`config.mk`:
```
export PLATFORM = sky130hd
export DESIGN_NAME = trmt_cell
export DESIGN_NICKNAME = d
export VERILOG_FILES = /design/src/trmt_pkg.sv /design/src/trmt_cell.sv
export SDC_FILE = /design/constraint.sdc
export NUM_CORES = 1
export LEC_CHECK = 0
export BUFFER_PORTS_ARGS = -buffer_cell sky130_fd_sc_hd__buf_2
export CAP_MARGIN = 10
export CORE_AREA = 2 2 247 249
export DETAILED_ROUTE_END_ITERATION = 6
export DIE_AREA = 0 0 249 251
export GPL_TIMING_DRIVEN = 0
export SETUP_SLACK_MARGIN = 0.02
export SYNTH_ARGS = -nofsm -noshare
export SYNTH_HDL_FRONTEND = slang
export SYNTH_SLANG_ARGS = --single-unit
```
`constraint.sdc`:
```
create_clock -name clk -period 7.6 [get_ports clk]
set_input_delay 1.52 -clock clk [delete_from_list [all_inputs] [get_ports clk]]
set_output_delay 1.52 -clock clk [all_outputs]
set_load 0.1 [all_outputs]
```
`src/trmt_pkg.sv`:
```
`default_nettype none

package trmt_pkg;

  localparam int DEPTH_DEF = 64;
  localparam int KEY_W     = 64;
  localparam int ACT_W     = 16;
  localparam int PRI_W     = 16;
  localparam int PROBE_W   = 7;
  localparam int OP_W      = 2;
  localparam int STAT_W    = 2;
  localparam int IN_DATA_W  = 232;
  localparam int OUT_DATA_W = 48;

  typedef enum logic [OP_W-1:0] {
    OP_SEARCH = 2'd0,
    OP_INSERT = 2'd1,
    OP_DELETE = 2'd2
  } op_t;

  typedef enum logic [STAT_W-1:0] {
    ST_OK        = 2'd0,
    ST_DUPLICATE = 2'd1,
    ST_FULL      = 2'd2,
    ST_NOT_FOUND = 2'd3
  } status_t;

  // operation broadcast to every cell while it walks the chain
  typedef struct packed {
    op_t              op;
    logic [KEY_W-1:0] key;
    logic [KEY_W-1:0] value;
    logic [KEY_W-1:0] mask;
    logic [ACT_W-1:0] action;
    logic [PRI_W-1:0] priority_v;
  } bcast_t;

  // token handed from cell to cell
  typedef struct packed {
    logic               vld;
    logic               found;
    logic [ACT_W-1:0]   action;
    logic [PRI_W-1:0]   priority_v;
    logic [PROBE_W-1:0] probes;
  } tok_t;

  typedef struct packed {
    logic [KEY_W-1:0] value;
    logic [KEY_W-1:0] mask;
    logic [ACT_W-1:0] action;
    logic [PRI_W-1:0] priority_v;
  } entry_t;

  typedef struct packed {
    status_t            status;
    logic [PROBE_W-1:0] probes;
    logic [PRI_W-1:0]   priority_v;
    logic [ACT_W-1:0]   action;
    logic               hit;
  } res_t;

endpackage

`default_nettype wire

```
`src/trmt_cell.sv`:
```
`default_nettype none

module trmt_cell #(
  parameter int CNT_W    = 7,
  parameter int CELL_IDX = 0
) (
  input  wire logic              clk,
  input  wire logic              rst_n,
  input  wire trmt_pkg::bcast_t  bc_i,
  input  wire logic [CNT_W-1:0]  count_i,
  input  wire trmt_pkg::tok_t    tok_i,
  output trmt_pkg::tok_t         tok_o,
  input  wire trmt_pkg::entry_t  nbr_i,
  output trmt_pkg::entry_t       ent_o
);
  import trmt_pkg::*;

  entry_t ent_r, ent_nxt;
  tok_t   tok_r, tok_nxt;
  logic   in_use, at_tail, tern_hit, exact;

  assign in_use   = CNT_W'(CELL_IDX) < count_i;
  assign at_tail  = CNT_W'(CELL_IDX) == count_i;
  assign tern_hit = (bc_i.key & ~ent_r.mask) == ent_r.value;
  assign exact    = (ent_r.value == bc_i.value) && (ent_r.mask == bc_i.mask);

  always_comb begin
    tok_nxt = tok_i;
    ent_nxt = ent_r;
    if (tok_i.vld) begin
      case (bc_i.op)
        OP_SEARCH: begin
          if (!tok_i.found && in_use && tern_hit) begin
            tok_nxt.found      = 1'b1;
            tok_nxt.action     = ent_r.action;
            tok_nxt.priority_v = ent_r.priority_v;
            tok_nxt.probes     = PROBE_W'(CELL_IDX + 1);
          end
        end
        OP_INSERT: begin
          if (in_use && exact) begin
            tok_nxt.found = 1'b1;
          end
          // earlier cells have all been checked for a duplicate by now
          if (at_tail && !tok_i.found) begin
            ent_nxt.value      = bc_i.value;
            ent_nxt.mask       = bc_i.mask;
            ent_nxt.action     = bc_i.action;
            ent_nxt.priority_v = bc_i.priority_v;
          end
        end
        OP_DELETE: begin
          // from the matching cell onward, pull the successor in
          if (tok_i.found || (in_use && exact)) begin
            tok_nxt.found = 1'b1;
            ent_nxt       = nbr_i;
          end
        end
        default: begin
        end
      endcase
    end
  end

  always_ff @(posedge clk) begin
    if (!rst_n) begin
      tok_r.vld <= 1'b0;
    end else begin
      tok_r <= tok_nxt;
    end
  end

  always_ff @(posedge clk) begin
    ent_r <= ent_nxt;
  end

  assign tok_o = tok_r;
  assign ent_o = ent_r;

endmodule

`default_nettype wire

```
Word level (Yosys, flattened, before mapping) --
Cells that the tools add are included.
Operators by class: divide/modulo/power cells 0, bitwise operators 2, shifts and indexed selects 0, reductions and logical operators 11, order comparisons 1, muxes and demuxes 9, eq/ne operators 7, add/sub/neg operators 0, multipliers 0
Operators by type and width (number):
- $mux 160 | 2
- $pmux 160 s2 | 1
- $eq 64x64->1 | 3
- $mux 40 | 2
- $and 64x64->64 | 1
- $not 64->64 | 1
- $mux 39 | 1
- $logic_not 7->1 | 1
- $lt 1x7->1 const A | 1
- $logic_and 1x1->1 | 5
- $ne 2x2->1 const B | 2
- $reduce_and 4->1 | 1
- $pmux 1 s3 | 1
- $eq 2x1->1 const B | 1
- $eq 2x2->1 const B | 1
- $logic_not 2->1 | 1
- $mux 1 | 2
- $reduce_bool 2->1 | 1
- $logic_not 1->1 | 1
- $logic_or 1x1->1 | 1
Storage, ports and cells: latch bits 0, flip-flop bits (word level) 201, output and inout bits 201, bits of input ports 436, ROM bits 0, memories kept 0, bits in writable memories 0

Depth between registers and ports, before layout --
Gate-level depths: netlist (run 1).
word-level depth 7, gate-level depth with buffers 10, mapped depth without buffers 8

Worst setup path after synthesis (run 1) --
OpenSTA, ideal clock, no wires.
kind in2reg, start point input port bc_i[49] (netlist bit), end point register ent_r (netlist bit ent_o[0]), enable pin, library setup time 536 ps, buffers on the path 0, stages on the path 6, arrival 6149 ps, path slack 914 ps, path through xnor2_1 > nand4_1 > nor4_1 > nand3_1 > nor4_1 > o2111a_1
Between the ends: longest elaborated chain between the ends 6
RTL lines:
- start, declared | line trmt_cell.sv:9 | input wire trmt_pkg::bcast_t bc_i,
- $eq 64x64->1 | line trmt_cell.sv:25 | assign exact = (ent_r.value == bc_i.value) && (ent_r.mask == bc_i.mask);
- $logic_and 1x1->1 | line trmt_cell.sv:25
- $logic_and 1x1->1 | line trmt_cell.sv:54 | if (tok_i.found || (in_use && exact)) begin
- $logic_or 1x1->1 | line trmt_cell.sv:54
- $ne 2x2->1 (no source line)
- $reduce_and 4->1 (no source line)
- end signal, assigned | line trmt_cell.sv:74 | ent_r <= ent_nxt;
- end, declared | line trmt_cell.sv:18 | entry_t ent_r, ent_nxt;
Every way passes these cells. A chain may end at the register's enable or synchronous reset.

Worst setup path in the final report (run 1) --
start point input port bc_i[126] (netlist bit), end point register ent_r (netlist bit ent_o[157]), enable pin
The elaborated chain is that of the path after synthesis.

==> metrics, run 1 <==
area post-placement 0.01536 mm²; post-synth top area cell edfxtp_1; fmax 210.5 MHz; Worst Path Arrival 4.95 ns; syn nets 1213; xor/xnor cell area share of the yosys netlist 14.26%; Initial DRT Pass Iterations 4; Post-Synth Adder-Cell Area 0.4551%; final net count 1886; CTS max path bufs 3; Distinct cells, synth 37; power per cell area 242.5 mW/mm²; Core Region 0.05979 mm²; unrepaired setup endpoints after global routing no; worst-margin pin slew 1.334 ns; post-CTS sizing 0; Max IR drop VDD 0.1648 mV; Synth Area in Compound Gates 1.354%; WS Path Type primary input to flop; hold buffer count at CTS 0; max-slew violations 0; Post-Synth Simple-Gate Area 8.329%; total wire length 57.56 mm; clk_lat worst skew 0.55 ns; final setup fails 0; largest family of logic cells by synthesized area multiplexers; Post-synth ARST share 0%; hold depth 1; DRT iter0 DRCs 509; met1 usage 20.22%; Die H 251 µm; Setup Skew 0.01612 ns; Slew headroom 11.05%; fin cells 2246; setup bufs post-CTS 0; final antenna-violating net count 0; hpwl dp 48.42 mm; max-capacitance violation count 0; Post-synth top flop edfxtp_1; synthesized area 0.01100 mm²; worst min path class flop to flop; met2 Usage GRT 32.03%; Tcrit/Tclk final 62.51%; sequential fraction of the synthesis area 54.80%; cell count after placement 2201; status complete, no violations; CTS tree yes; Setup crit start kind primary input; synth top area cells edfxtp_1 55%, mux2_2 19%, xnor2_1 13%; Worst path slowest cell o2111a_4; average routed wire per standard cell 25.63 µm; minimum clock period 4.750 ns; grt ovf 0; max incr delay on CP 0.65 ns; die area 0.06250 mm²; Hold Violations, Final 0; Worst-path clk slew 0.06 ns; global-route wire length before repair 76.19 mm; number of global-route vias before repair 9878; initial core utilization 18.39%; Root Buffer clkbuf_16; Post-synth EDFFs 200; P_leak 6.339 nW; Filler cells 6335; Num CTS Buffers 25; Site Rows 90; Setup crit end kind flop; GRT Total Usage 17.56%; pin count of the biggest net entering global routing 64; R2R depth 7; setup TNS 0 ns; Die X-Extent 249 µm; via count 9434; design area 0.01616 mm²; synth warn 0; area grow syn2layout 46.91%; # IOs 637; cell count after synthesis 773; DRC 0; Seq cells post-synth 201; RePlAce Congestion 0.9640; total clock sinks 201; initial antenna violation count 9; CP Cell Sequence buf_2 -> xnor2_1 -> nand4_1 -> nor4_1 -> nand4_1 -> nor4_1 -> o2111a_4 -> buf_16; Most Crowded Layer GR met2; CP Max Fanout 63; htree depth 1; mean area per synthesized cell 14.23 µm²; WP data required 7.80 ns; layout cell share with drive strength beyond 1 60.56%; post-synthesis mux area share 19.66%; IO buf count 636; top cell type's share of synthesized area 54.61%; M3 GR Usage 3.810%; Via-to-Cell Ratio 4.200
==> synthesized netlist by cell type, types with 4 or more instances <==
library cell,instances
edfxtp_1,200
mux2_2,189
xnor2_1,161
nor2b_1,56
nand4_1,45
clkbuf_1,18
xor2_1,18
nor4_1,13
nand2b_1,12
inv_1,8
nor3_1,5
o21ai_0,5
ha_1,4
nor2_1,4
==> cells by family (layout without fill, tap and decap cells) <==
kind of cell,Yosys count,in the layout
muxes,192,192
AOI/OAI and AO/OA,19,19
buffers and inverters,30,720
DFF,201,201
xor gates and xnor gates,179,179
adders and majority gates,4,4
other,0,1
and+or+nand+nor,148,148
==> sequential cells by signal, indices dropped and copies added, names as in the netlist <==
name and cells:
tok_o 41, ent_o 160
==> where the power goes <==
part	internal, mW	total [mW]	switching, mW
clock	0.702	1.20	0.497
combinational	0.316	1.29	0.970
sequential	1.34	1.43	0.0946
total	2.36	3.92	1.56
==> area by class of cell <==
| class | count | area, µm² | share of cell area, % |
|---|---|---|---|
| multi-input combinational | 542 | 4860 | 30.08 |
| clock buffer | 28 | 636.9 | 3.942 |
| clock inverter | 16 | 160.2 | 0.9913 |
| antenna | 1 | 2.502 | 0.01549 |
| buffer | 22 | 101.3 | 0.6273 |
| sequential | 201 | 6026 | 37.30 |
| timing repair buffer | 646 | 3361 | 20.80 |
| inverter | 8 | 30.03 | 0.1859 |
| tap | 782 | 978.4 | 6.056 |
==> critical path: cells and delay by family <==
family                    cells  cell delay (ns)
xor gates and xnor gates      1             0.41
AOI/OAI and AO/OA             1             0.65
and+or+nand+nor               4             1.75
buffers and inverters         2             0.45
==> path summary, 6_finish.rpt <==
| kind | from | endpoint | slack, ns |
|---|---|---|---|
| setup / recovery | bc_i[126] | ent_o[157] | 2.85 |
| hold / removal | ent_o[14] | tok_o[21] | 0.57 |
| setup reg to reg | ent_o[126] | ent_o[157] | 3.34 |
| hold reg to reg | ent_o[14] | tok_o[21] | 0.57 |
==> per-stage QoR <==
step                      worst slack (ns)  hold WS [ns]  total power [mW]  utilization [%]
final                                2.850        0.5746             3.918            27.02
after global routing                 2.619        0.5932             4.045            27.01
after CTS                            2.666        0.5793             3.975            27.01
after detailed placement             2.096        0.5593             2.756            25.68
after global placement              -3.305        0.5567             2.750            25.35
after floorplan                     0.9145         1.254             2.336                -
==> cells in the final DEF (no fill, tap or decap), types with 4 or more instances in the layout <==
| master | netlist | layout |
|---|---|---|
| edfxtp_1 | 200 | 200 |
| nand2b_1 | 12 | 12 |
| xor2_1 | 18 | 18 |
| mux2_2 | 189 | 189 |
| nor2b_1 | 56 | 56 |
| buf_8 | 0 | 6 |
| nor3_1 | 5 | 5 |
| inv_1 | 8 | 8 |
| nand4_1 | 45 | 45 |
| ha_1 | 4 | 4 |
| clkbuf_2 | 0 | 4 |
| nor2_1 | 4 | 4 |
| o21ai_0 | 5 | 5 |
| xnor2_1 | 161 | 161 |
| nor4_1 | 13 | 12 |
| clkinv_2 | 0 | 6 |
| clkbuf_1 | 18 | 17 |
| buf_2 | 2 | 639 |
| clkbuf_16 | 0 | 25 |
| clkinv_1 | 0 | 4 |
==> per-layer routing <==
layer	part of all wire [%]	routed length, µm
met1	39	22420
met2	50	28970
met3	7.0	4030
met4	3.6	2082
met5	0.094	54
Note: power is estimated with default switching activity, not from simulation.
==> run 2, diff against run 1 <==
ABC_AREA = 1   (was not set)
CORE_AREA = 2 2 246 248   (was 2 2 247 249)
DIE_AREA = 0 0 248 250   (was 0 0 249 251)
clock period = 4.41 ns   (was 7.6 ns; I/O delays follow)
==> run 2 against run 1 <==
Effect of this change:
- first-iteration DRC count shrank 13%
- utilization up 1.5 points
- synthesized cell count increased by 65%
- via count up 19%
- clock skew fell by 0.0052 ns
- global-route usage fell by 1.8 points
- sequential power is 71% higher
- power grew 74%
- critical path type is now flop to flop
- largest cell class unchanged
- largest power group unchanged
- highest routed layer unchanged
==> metrics, run 2 <==
status complete, no violations; DRC 0 (unchanged); Post-synth top flop edfxtp_1; Root Buffer clkbuf_16; initial core utilization 19.77% (+1.4 points); max-slew violations 0 (unchanged); Slew headroom 23.62% (+13 points); Setup Skew 0.01088 ns (-0.005238 ns); Worst Path Arrival 4.00 ns (-0.95 ns); WP data required 4.67 ns (-3.13 ns); Setup crit start kind flop; worst min path class primary input to flop; average routed wire per standard cell 18.73 µm (-27%); CTS tree yes; worst-margin pin slew 1.146 ns (-0.1886 ns); Core Region 0.05957 mm² (-0.38%); IO buf count 636 (unchanged); setup bufs post-CTS 0 (unchanged); Die X-Extent 248 µm (-0.40%); post-layout util 28.48% (+1.5 points); synth warn 0 (unchanged); Post-synth ARST share 0% (unchanged); critical path buffer and inverter count 3 (+1); commonest non-fill, non-tap cells in the layout 641 x buf_2, 344 x nand2_1, 200 x edfxtp_1; Via-to-Cell Ratio 4.075 (-3.0%); DRT iter0 DRCs 444 (-13%); Die H 250 µm (-0.40%); area grow syn2layout 44.05%; Max IR drop VDD 0.3179 mV (+93%); RePlAce Congestion 0.8611 (-11%); Initial DRT Pass Iterations 5 (+1); P_leak 7.701 nW (+21%); Crit path max-delay family simple AND/OR/NAND/NOR gates; layout cell share with drive strength beyond 1 43.24% (-17 points); synthesized area 0.01178 mm² (+7.1%); max incr delay on CP 0.59 ns (-0.06 ns); final antenna-violating net count 0 (unchanged); CP Max Fanout 33 (-48%); hold buffer count at CTS 0 (unchanged); GRT Total Usage 15.75% (-1.8 points); PnR Total Power 6.838 mW (+74%); CP Cell Sequence xnor2_1 -> nand3_1 -> nor2_1 -> nand2_1 -> nor2_1 -> nand2_1 -> nor2_1 -> nand2_1 -> nand3_1 -> nand4_1 -> clkinvlp_4 -> buf_12 -> buf_12; mean area per synthesized cell 9.236 µm² (-35%); htree depth 1 (unchanged); r2r setup slk 0.66 ns (-2.68 ns); syn nets 1715 (+41%); Site Rows 90 (unchanged); die area 0.06200 mm² (-0.80%); Distinct cells, synth 28 (-24%); worst hold slack 0.5882 ns (+0.01358 ns); number of global-route vias before repair 10993 (+11%); # IOs 637 (unchanged); post-CTS sizing 0 (unchanged); Seq cells post-synth 201 (unchanged); Filler cells 6418 (+1.3%); Tcrit/Tclk final 84.94%; global-route wire length before repair 70.89 mm (-7.0%); final setup fails 0 (unchanged); unrepaired setup endpoints after global routing no; top cell type's share of synthesized area 51.00% (-3.6 points); Hold Path Origin tok_i[40]; max-capacitance violation count 0 (unchanged); post-synth top area cell edfxtp_1; RR Startpoint ent_o[116]; fmax 267.0 MHz; Hold Violations, Final 0 (unchanged); hpwl dp 42.60 mm (-12%); total wire length 51.50 mm (-11%); Post-synth EDFFs 200 (unchanged); power per cell area 403.1 mW/mm² (+66%); initial antenna violation count 12 (+3); minimum clock period 3.746 ns; setup TNS 0 ns (unchanged); most common cell after layout, fill and taps aside buf_2; synth top area cells edfxtp_1 51%, nand2_1 11%, mux2_2 11%; via count 11207 (+19%); pin count of the biggest net entering global routing 42 (-34%); final net count 2384 (+26%); Setup crit end kind flop; Num CTS Buffers 26 (+4.0%); commonest cells in the netlist 344 x nand2_1, 200 x edfxtp_1, 174 x nor2_1; total clock sinks 201 (unchanged); top-count cell post-synth nand2_1; grt ovf 0 (unchanged); Worst path slowest cell clkinvlp_4; Crit. Startpoint ent_o[116]; clk_lat worst skew 0.57 ns (+0.02 ns); sequential fraction of the synthesis area 51.17% (-3.6 points); CTS max path bufs 3 (unchanged); max reg flops 160 (unchanged); cell count after synthesis 1275 (+65%); WS Path Type flop to flop; Worst-path clk slew 0.06 ns (about the same)
[run 2: cell count changes in the layout (fill, tap and decap cells not counted), sizes merged, moves of 80 or more]
cell   previous run  this run
inv              10       148
nand2             3       345
xnor2           161        81
mux2            192       112
nor2              4       183
[run 2: power breakdown]
| group | leakage [nW] | total [mW] | internal (mW) | switching (mW) |
|---|---|---|---|---|
| clock network | 0.425 | 2.23 | 1.34 | 0.892 |
| registers | 1.87 | 2.45 | 2.31 | 0.138 |
| logic | 5.40 | 2.16 | 0.507 | 1.65 |
[run 2: cell families after synthesis]
group | count (synthesis) | share of synthesized area (%)
xor gates and xnor gates | 95 | 7.065
muxes | 112 | 10.71
buffers and inverters | 180 | 6.056
DFF | 201 | 51.17
and+or+nand+nor | 618 | 21.79
adders and majority gates | 4 | 0.4250
AOI/OAI and AO/OA | 65 | 2.784
[run 2: final timing paths]
check / endpoint / depth (start not counted)
hold / removal: tok_o[40] / 3
hold reg to reg: tok_o[31] / 2
setup / recovery: ent_o[29] / 13
setup reg to reg: ent_o[29] / 13
[run 2: cell type report]
| class | count | area (µm²) | area share, % |
|---|---|---|---|
| Clock inverter | 8 | 132.6 | 0.7818 |
| Multi-Input combinational cell | 894 | 5042 | 29.72 |
| Timing Repair Buffer | 641 | 3278 | 19.32 |
| Inverter | 150 | 568.0 | 3.349 |
| Tap cell | 782 | 978.4 | 5.768 |
| Buffer | 30 | 178.9 | 1.055 |
| Antenna cell | 7 | 17.52 | 0.1033 |
| Sequential cell | 201 | 6026 | 35.52 |
| Clock buffer | 37 | 742.0 | 4.374 |
[run 2: routing by layer]
metal	global-route usage, %	vias up	routed length (µm)
li1	-	5526	-
met1	18.98	5142	21230
met2	27.73	458	24950
met3	3.603	69	3866
met4	4.448	12	1388
met5	0	-	70
[run 2: worst reg2reg max path: stages (launching register included)]
cell and delay, ns:
edfxtp_1 0.46, xnor2_1 0.29, nand3_1 0.13, nor2_1 0.35
nand2_1 0.14, nor2_1 0.35, nand2_1 0.09, nor2_1 0.13
nand2_1 0.09, nand3_1 0.07, nand4_1 0.13, clkinvlp_4 0.59
buf_12 0.32, buf_12 0.28
[run 2: per-stage QoR]
step,instance area [µm²],worst slack (ns),cells
2_1_floorplan,11820,-0.08146,1275
3_3_place_gp,15980,-2.399,2693
3_5_place_dp,16070,-0.07770,2698
4_1_cts,16950,0.4048,2743
5_1_grt,16960,0.3547,2747
6_report,16960,0.6642,2750
